===== config.mk =====
export PLATFORM = sky130hd
export DESIGN_NAME = sorted_priority_queue_top
export DESIGN_NICKNAME = d
export VERILOG_FILES = /design/src/spq_pkg.sv /design/src/spq_cell.sv /design/src/sorted_priority_queue_top.sv
export VERILOG_INCLUDE_DIRS = /design/src /design/src/src
export SDC_FILE = /design/constraint.sdc
export NUM_CORES = 1
export LEC_CHECK = 0
export BUFFER_PORTS_ARGS = -buffer_cell sky130_fd_sc_hd__buf_2
export CORE_MARGIN = 4
export CORE_UTILIZATION = 40
export CTS_BUF_LIST = sky130_fd_sc_hd__clkbuf_16
export CTS_CLUSTER_SIZE = 8
export DETAILED_ROUTE_END_ITERATION = 10
export SYNTH_ARGS = -nofsm -noshare
export SYNTH_HDL_FRONTEND = slang
export SYNTH_SLANG_ARGS = --single-unit

===== constraint.sdc =====
create_clock -name clk -period 4.9 [get_ports clk]
set_input_delay 1.225 -clock clk [delete_from_list [all_inputs] [get_ports clk]]
set_output_delay 1.225 -clock clk [all_outputs]
set_load 0.02 [all_outputs]

===== src/assert_macros.svh =====
// assert_macros.svh: concurrent assertion helpers for the priority queue
`ifndef ASSERT_MACROS_SVH
`define ASSERT_MACROS_SVH

// invariant checked at every edge outside reset
`define SPQ_ASSERT(lbl, clk, rst_n, prop, msg) \
	lbl: assert property (@(posedge clk) disable iff (!rst_n) (prop)) else $error(msg);

// implication checked at every edge outside reset
`define SPQ_ASSERT_IMPL(lbl, clk, rst_n, ante, cons, msg) \
	lbl: assert property (@(posedge clk) disable iff (!rst_n) (ante) |-> (cons)) else $error(msg);

`endif


===== src/spq_pkg.sv =====
`timescale 1ns / 1ps
// ----------------------------------------------------------------------------
// spq_pkg
// Shared types and constants of the sorted priority queue.
// ----------------------------------------------------------------------------
package spq_pkg;

	localparam int ValueBits       = 32;
	localparam int ReqPrioBits     = 8;
	localparam int DefQueueDepth   = 16;
	localparam int DefPriorityBits = 8;

	typedef enum logic {
		REQ_INSERT = 1'b0,
		REQ_REMOVE = 1'b1
	} req_t;

	typedef enum logic [1:0] {
		ST_INSERTED = 2'd0,
		ST_REMOVED  = 2'd1,
		ST_EMPTY    = 2'd2,
		ST_FULL     = 2'd3
	} status_t;

	typedef struct packed {
		logic ins;
		logic rem;
	} cell_cmd_t;

endpackage


===== src/spq_cell.sv =====
`timescale 1ns / 1ps
// ----------------------------------------------------------------------------
// spq_cell
// One slot of the sorted chain: holds an entry, keeps it, takes the new
// entry, or takes its neighbor's entry on insert and remove.
// ----------------------------------------------------------------------------
module spq_cell #(
	parameter int PRIO_BITS = spq_pkg::DefPriorityBits
) (
	input  logic                          clk,
	input  spq_pkg::cell_cmd_t            cmd,
	input  logic                          occupied,
	input  logic [spq_pkg::ValueBits-1:0] new_value,
	input  logic [PRIO_BITS-1:0]          new_prio,
	input  logic                          left_keep,
	input  logic [spq_pkg::ValueBits-1:0] left_value,
	input  logic [PRIO_BITS-1:0]          left_prio,
	input  logic [spq_pkg::ValueBits-1:0] right_value,
	input  logic [PRIO_BITS-1:0]          right_prio,
	output logic [spq_pkg::ValueBits-1:0] value,
	output logic [PRIO_BITS-1:0]          prio,
	output logic                          keep
);

	logic [spq_pkg::ValueBits-1:0] value_q;
	logic [PRIO_BITS-1:0]          prio_q;

	// entries at or above the new priority stay ahead of it
	assign keep  = occupied && (prio_q >= new_prio);
	assign value = value_q;
	assign prio  = prio_q;

	always_ff @(posedge clk) begin
		if (cmd.ins && !keep) begin
			if (left_keep) begin
				value_q <= new_value;
				prio_q  <= new_prio;
			end else begin
				value_q <= left_value;
				prio_q  <= left_prio;
			end
		end else if (cmd.rem) begin
			value_q <= right_value;
			prio_q  <= right_prio;
		end
	end

endmodule


===== src/sorted_priority_queue_top.sv =====
`timescale 1ns / 1ps
// ----------------------------------------------------------------------------
// sorted_priority_queue_top
// Bounded priority queue built as a chain of compare-and-shift cells.
// ----------------------------------------------------------------------------
// Usage:
//   Requests enter on the s_axis group: s_axis_tuser selects insert or
//   remove, s_axis_tdata carries the data word and its priority. Each
//   request word gives exactly one result word on m_axis: tuser holds the
//   status, tdata the removed data word and priority (zero otherwise).
//   Cell 0 holds the highest priority, oldest first among equals; an
//   insert shifts the lower entries one cell down, a remove shifts the
//   chain one cell up, both in the cycle the request is taken.
//   The result is registered and appears on m_axis in the cycle after acceptance.
//   Throughput: one request per cycle while the output register is empty or m_axis_tready
//   is high, set by the cell update and the one-deep output register.
//   A stalled receiver holds the result; s_axis_tready is low only while
//   the output register is full and m_axis_tready is low.
//   Reset empties the queue and the output register; slot contents are
//   not cleared, since only occupied cells are ever read.
// ----------------------------------------------------------------------------
module sorted_priority_queue_top #(
	parameter int QUEUE_DEPTH   = spq_pkg::DefQueueDepth,
	parameter int PRIORITY_BITS = spq_pkg::DefPriorityBits
) (
	input  logic        clk,
	input  logic        arst_n,
	input  logic        s_axis_tvalid,
	output logic        s_axis_tready,
	input  logic [39:0] s_axis_tdata,  // [31:0] item_value, [39:32] priority_req
	input  logic        s_axis_tuser,  // [0] req_type
	output logic        m_axis_tvalid,
	input  logic        m_axis_tready,
	output logic [39:0] m_axis_tdata,  // [31:0] out_value, [39:32] out_priority
	output logic [1:0]  m_axis_tuser   // [1:0] status
);

	localparam int VB = spq_pkg::ValueBits;
	localparam int RB = spq_pkg::ReqPrioBits;
	localparam int CW = $clog2(QUEUE_DEPTH + 1);

	logic                      in_fire;
	logic                      is_remove;
	logic                      full;
	logic                      empty;
	logic [VB-1:0]             in_value;
	logic [PRIORITY_BITS+RB-1:0] pri_ext;
	logic [PRIORITY_BITS-1:0]  in_prio;
	logic [RB+PRIORITY_BITS-1:0] opri_ext;
	spq_pkg::cell_cmd_t        cmd;
	spq_pkg::status_t          status_d;
	logic [CW-1:0]             count_q;
	logic                      out_valid_q;
	spq_pkg::status_t          out_status_q;
	logic [VB-1:0]             out_value_q;
	logic [RB-1:0]             out_prio_q;

	logic [VB-1:0]             cell_value [QUEUE_DEPTH];
	logic [PRIORITY_BITS-1:0]  cell_prio  [QUEUE_DEPTH];
	logic [QUEUE_DEPTH-1:0]    cell_keep;

	assign in_fire   = s_axis_tvalid && s_axis_tready;
	assign is_remove = (spq_pkg::req_t'(s_axis_tuser) == spq_pkg::REQ_REMOVE);
	assign in_value  = s_axis_tdata[VB-1:0];
	assign pri_ext   = {{PRIORITY_BITS{1'b0}}, s_axis_tdata[VB+RB-1:VB]};
	assign in_prio   = pri_ext[PRIORITY_BITS-1:0];
	assign opri_ext  = {{RB{1'b0}}, cell_prio[0]};
	assign full      = (count_q == CW'(QUEUE_DEPTH));
	assign empty     = (count_q == '0);

	assign s_axis_tready = !out_valid_q || m_axis_tready;

	always_comb begin
		cmd.ins = in_fire && !is_remove && !full;
		cmd.rem = in_fire && is_remove && !empty;
		if (is_remove) begin
			status_d = empty ? spq_pkg::ST_EMPTY : spq_pkg::ST_REMOVED;
		end else begin
			status_d = full ? spq_pkg::ST_FULL : spq_pkg::ST_INSERTED;
		end
	end

	for (genvar k = 0; k < QUEUE_DEPTH; k++) begin : g_cell
		logic                     left_keep;
		logic [VB-1:0]            left_value;
		logic [PRIORITY_BITS-1:0] left_prio;
		logic [VB-1:0]            right_value;
		logic [PRIORITY_BITS-1:0] right_prio;

		if (k == 0) begin : g_head
			assign left_keep  = 1'b1;
			assign left_value = in_value;
			assign left_prio  = in_prio;
		end else begin : g_body
			assign left_keep  = cell_keep[k-1];
			assign left_value = cell_value[k-1];
			assign left_prio  = cell_prio[k-1];
		end

		if (k == QUEUE_DEPTH - 1) begin : g_tail
			assign right_value = cell_value[k];
			assign right_prio  = cell_prio[k];
		end else begin : g_inner
			assign right_value = cell_value[k+1];
			assign right_prio  = cell_prio[k+1];
		end

		spq_cell #(
			.PRIO_BITS(PRIORITY_BITS)
		) u_cell (
			.clk        (clk),
			.cmd        (cmd),
			.occupied   (CW'(k) < count_q),
			.new_value  (in_value),
			.new_prio   (in_prio),
			.left_keep  (left_keep),
			.left_value (left_value),
			.left_prio  (left_prio),
			.right_value(right_value),
			.right_prio (right_prio),
			.value      (cell_value[k]),
			.prio       (cell_prio[k]),
			.keep       (cell_keep[k])
		);
	end

	always_ff @(posedge clk or negedge arst_n) begin
		if (!arst_n) begin
			count_q     <= '0;
			out_valid_q <= 1'b0;
		end else begin
			if (cmd.ins) begin
				count_q <= count_q + CW'(1);
			end else if (cmd.rem) begin
				count_q <= count_q - CW'(1);
			end
			if (in_fire) begin
				out_valid_q <= 1'b1;
			end else if (m_axis_tready) begin
				out_valid_q <= 1'b0;
			end
		end
	end

	always_ff @(posedge clk) begin
		if (in_fire) begin
			out_status_q <= status_d;
			if (cmd.rem) begin
				out_value_q <= cell_value[0];
				out_prio_q  <= opri_ext[RB-1:0];
			end else begin
				out_value_q <= '0;
				out_prio_q  <= '0;
			end
		end
	end

	assign m_axis_tvalid = out_valid_q;
	assign m_axis_tdata  = {out_prio_q, out_value_q};
	assign m_axis_tuser  = out_status_q;

	`include "assert_macros.svh"

	`SPQ_ASSERT(a_count_bound, clk, arst_n, count_q <= CW'(QUEUE_DEPTH), "fill count past depth")
	`SPQ_ASSERT_IMPL(a_head_order, clk, arst_n, count_q >= CW'(2), cell_prio[0] >= cell_prio[1], "chain head out of order")
	`SPQ_ASSERT_IMPL(a_full_hold, clk, arst_n, in_fire && !is_remove && full, ##1 count_q == $past(count_q), "rejected insert changed count")

endmodule

# Yosys cells after proc, flatten, opt, wreduce, memory -nomap -nowiden
# Index checks and enable logic that the tools add are counted.
# totals
regBits	688
output_inout_bits	44
in_bits	45
# classes
reduce_logical	76
mux	97
order_cmp	32
eq_ne	1
n_addsub	2
# ops
op	n
$mux 32	45
$mux 8	45
$ge 8x8->1	16
$lt 4x5->1 const A	8
$logic_and 1x1->1	37
$reduce_bool 2->1	17
$logic_not 1->1	20
$lt 3x5->1 const A	4
$lt 1x5->1 const A	2
$lt 2x5->1 const A	2
$mux 5	2
$mux 2	3
$add 5x1->5 const B	1
$eq 5x5->1 const B	1
$logic_not 5->1	1
$sub 5x1->5 const B	1
$mux 1	2
$logic_or 1x1->1	1

# Depth between registers and ports, before layout
# logic_depth
depth_word	7
depth_mapped	11
mapped_depth_nobuf	8

# Modules after synthesis
# Synthesis repeated with hierarchy kept, for this count alone.
# hier_totals
cells_unflattened	2742
hier_area_um2	43755.7
# by_module_without_submodules
mod	cells_each	seq_area_each_um2	n_inst	area_per_inst_um2
spq_cell (g_cell[0].u_cell ...)	162	1201.2	9	2593.7
spq_cell (g_cell[3].u_cell ...)	161	1201.2	7	2613.8
sorted_priority_queue_top	157	1411.4	1	2115.8

# Worst setup path after synthesis
# OpenSTA, ideal clock, no wires.
# synth_path
path_kind	input-to-reg
startpoint	input s_axis_tdata[33]
endpoint	register g_cell[3].u_cell.prio_q[0] (enable)
setup_ns	0.493
t_arrival_ns	5.710
stages	8
path_buffers	2
setup_slack_ns	-1.303
cell_sequence	inv_1 -> ha_1 -> a2111oi_0 -> o41ai_1 -> and2_1 -> buf_2 -> buf_2 -> o21ai_0
# synth_between
elab_chain_len	5
# synth_rtl
item	line	text
from (decl)	sorted_priority_queue_top.sv:30	input logic [39:0] s_axis_tdata,
$ge 8x8->1	spq_cell.sv:29	assign keep = occupied && (prio_q >= new_prio);
$logic_and 1x1->1	spq_cell.sv:29	
$logic_not 1->1	spq_cell.sv:34	if (cmd.ins && !keep) begin
$logic_and 1x1->1	spq_cell.sv:34	
$reduce_bool 2->1 (no source line)	n/a	
to (signal assigned)	spq_cell.sv:37	prio_q <= new_prio;
to (signal assigned)	spq_cell.sv:40	prio_q <= left_prio;
to (signal assigned)	spq_cell.sv:44	prio_q <= right_prio;
to (decl)	spq_cell.sv:26	logic [PRIO_BITS-1:0] prio_q;
# No other way between the ends.
# A chain may end at the register's enable or synchronous reset.

# Worst setup path in the final report
# layout_path
startpoint	input s_axis_tdata[39]
endpoint	register g_cell[7].u_cell.value_q (netlist bit g_cell[7].u_cell.value[1]) (data pin)
# layout_between
elab_chain_len	5
word_cells_on_any_way	8
cone_classes	order compare (2); mux (2); reduce/logical (4)
# layout_rtl
item	line	text
$ge 8x8->1	spq_cell.sv:29	
$logic_and 1x1->1	spq_cell.sv:29	
$logic_not 1->1	spq_cell.sv:34	
$logic_and 1x1->1	spq_cell.sv:34	
$mux 32 (*)	spq_cell.sv:34	
to (signal assigned)	spq_cell.sv:36	value_q <= new_value;
to (signal assigned)	spq_cell.sv:39	value_q <= left_value;
to (signal assigned)	spq_cell.sv:43	value_q <= right_value;
to (decl)	spq_cell.sv:25	logic [spq_pkg::ValueBits-1:0] value_q;
# Every way passes the cells marked *; elsewhere a longest branch is shown, timed or not.

==> results_dict.tcl <==
set metrics [dict create \
    clkSinkCount 688 \
    yosys_warnings 0 \
    synth_fp_nets 3366 \
    n_antenna_cell 0 \
    synth_edf_count 682 \
    postSynthCellCount 3189 \
    antenna_found_initial 2 \
    synthFlopType "edfxtp_1" \
    drtIter0Drc 2313 \
    post-route-drc-count 0 \
    fin_tns_setup_ps 0 \
    tightest_slew_ps 1080 \
    async_flop_share_pct 0.872 \
    ir_drop_uv 273 \
    synth_area_leaders "edfxtp_1, mux2i_1, o21ai_0" \
    cts_tree "yes" \
    initial_utilization_pct 40.6 \
    drive_above_1_share_pct 13.1 \
    power.total_mw 19.9 \
    layout.nets 3433 \
    ys_seq_area_share_pct 56.1 \
    stdcell_count 4458 \
    grt_setup_unrepaired "false" \
    grt_max_degree 49 \
    slew_headroom_pct 27.7 \
    coreArea_mm2 0.0906 \
    synthTopCellsByCount "edfxtp_1, mux2i_1, nand2_1" \
    placedCellCount 4334 \
    io_buffer_count 88 \
    start_kind "input port" \
    clockRootBuffer "clkbuf_16" \
    numCtsBuffers 96 \
    grt_pass1_wl_um 161000 \
    drv_slew 0 \
    min_period_ps 3820 \
    slowest_stage "nor2_4" \
    synth_cell_types 55 \
    clock_latency_ps 660 \
    power_density_mw_per_mm2 476 \
    skew_ps 32.3 \
    clock_path_buffers 3 \
    required_ps 5270 \
    fmax_mhz 262 \
    dp_hpwl_um 67300 \
    end_kind "flip-flop" \
    die-width_um 311 \
    routed_via_density 5.71 \
    die_h_um 311 \
    ant_nets 0 \
    die-area_mm2 0.0968 \
    placementRows 110 \
    firstDrtPassIters 5 \
    grt_overflow_total 0 \
    synth_top_area_share_pct 55.7 \
    place.gp.congestion 0.847 \
    cp.arrival_ps 4190 \
    synth_area_mm2 0.0367 \
    clkSlewWorstSetupHoldPaths_ps 50 \
    synth-seq-cells 688 \
    fin_crit_sh_pct 78.0 \
    cts_setup_buffers 0 \
    finalSetupViolations 0 \
    cap_violations 0 \
    synth.avg_cell_area_um2 11.5 \
    track_usage_pct 21.5 \
    crit_type "input port to flip-flop" \
    area_growth_pct 13.8 \
    h-tree-depth 3 \
    wl_um 106000 \
    cts_hold_buffers 0 \
    cp_common_cell "a21oi_1" \
    num_vias 25433 \
    yosysMostFrequentCell "edfxtp_1" \
    wl_per_cell_um 23.8 \
    nFillCells 8346 \
    grt_pass1_vias 25313 \
    status "complete, no violations" \
    hold_viol 0 \
    power.leakage_nw 16.7 \
    hp-class "input port to asynchronous set/reset pin" \
    crit_chain "buf_2, inv_1, ha_1, nand2_1, nor3_1, a21oi_1, nor2_4, buf_12, mux2i_1, a21oi_1" \
    yosys.area.top_type "edfxtp_1" \
    post_cts_resized 0 \
    num_io_pins 89 \
    crit_fanout 21 \
    crit_path_max_incr_delay_ps 810 \
]
## per-layer routing
| layer | global-route usage [%] | part of all wire (%) | up-vias |
|---|---|---|---|
| met4 | 5.17 | 2.0 | 0 |
| met2 | 34.2 | 45 | 835 |
| met1 | 31.4 | 46 | 12665 |
| met3 | 2.91 | 6.4 | 137 |
| met5 | 0 | 0 | - |
| li1 | - | - | 11796 |
## state kept, by name, indices dropped and copies added, names as in the netlist
register / cells
m_axis_tvalid: 1
m_axis_tuser: 2
g_cell.u_cell.prio: 128
out_value_q: 32
count_q: 5
out_prio_q: 8
g_cell.u_cell.value: 512
## final timing paths
path | start | end | slack [ps] | depth (start not counted)
min | arst_n | m_axis_tvalid$_DFFE_PN0P_ | 410 | 1
min in group clk | g_cell[13].u_cell.value[6]$_DFFE_PP_ | g_cell[12].u_cell.value[6]$_DFFE_PP_ | 530 | 2
max | s_axis_tdata[39] | g_cell[7].u_cell.value[1]$_DFFE_PP_ | 1080 | 10
max reg2reg | count_q[1]$_DFFE_PN0P_ | g_cell[2].u_cell.value[6]$_DFFE_PP_ | 1400 | 7
max in group asynchronous | arst_n | count_q[0]$_DFFE_PN0P_ | 4320 | 1
min reg2reg | g_cell[13].u_cell.value[6]$_DFFE_PP_ | g_cell[12].u_cell.value[6]$_DFFE_PP_ | 530 | 2
## where the power goes
group | internal, mW | switching [mW]
sequential | 7.70 | 0.506
clock | 3.53 | 2.50
combinational | 2.15 | 3.49
## cell families (layout without fill, tap and decap cells)
family / after synthesis / in the layout / share of synthesized area (%)
mux: 618 / 618 / 17.4
simple gates: 756 / 756 / 8.42
xor+xnor: 4 / 4 / 0.0953
flops: 688 / 688 / 56.1
fa+ha+maj: 132 / 132 / 4.49
compound gates: 721 / 721 / 10.3
buf+inv: 270 / 363 / 3.14
## final cells by class
| type | instances | area, um^2 | area share (%) |
|---|---|---|---|
| clock buffers | 98 | 2450 | 5.87 |
| clock inverters | 26 | 163 | 0.389 |
| inverters | 31 | 116 | 0.278 |
| multi-input cells | 2231 | 15300 | 36.5 |
| flip-flops and latches | 688 | 20600 | 49.3 |
| well taps | 1176 | 1470 | 3.52 |
| repair buffers | 208 | 1700 | 4.08 |
## cell usage in the layout, fill, tap and decap left out, drive strengths merged, types with 2 or more instances in the layout
master / Yosys / layout
edfxtp: 682 / 682
mux2i: 552 / 552
nand2: 504 / 504
o21ai: 497 / 497
buf: 93 / 208
a21oi: 175 / 175
nor2: 155 / 155
ha: 132 / 132
clkbuf: 146 / 98
mux2: 66 / 66
inv: 31 / 54
and2: 41 / 41
nor3: 15 / 15
nor2b: 12 / 12
a211oi: 12 / 12
nand2b: 9 / 9
a21o: 7 / 7
dfrtp: 6 / 6
o211ai: 6 / 6
nand3: 5 / 5
nand4: 4 / 4
xnor2: 4 / 4
a31o: 3 / 3
a31oi: 3 / 3
a2111oi: 3 / 3
a41oi: 2 / 2
o211a: 2 / 2
or3: 2 / 2
or2: 2 / 2
and3: 2 / 2
a221o: 2 / 2
a22oi: 2 / 2
clkinv: 0 / 2
## critical path, delay by kind of cell
family	cells	cell delay, ps
AOI/OAI and AO/OA	2	250
adders and majority gates	1	430
buffers and inverters	3	950
muxes	1	230
and+or+nand+nor	3	1060
## through the flow
| step | area [um^2] | util (%) | hold WS (ps) | setup slack (ps) |
|---|---|---|---|---|
| final | 41800 | 46.2 | 410 | 1080 |
| after global routing | 41800 | 46.2 | 389 | 870 |
| after CTS | 41800 | 46.2 | 372 | 1150 |
| after detailed placement | 39200 | 43.3 | 538 | 454 |
| after global placement | 39200 | 43.3 | 526 | 486 |
| after floorplan | 36800 | - | 516 | 37.7 |
(Power assumes the default switching activity.)
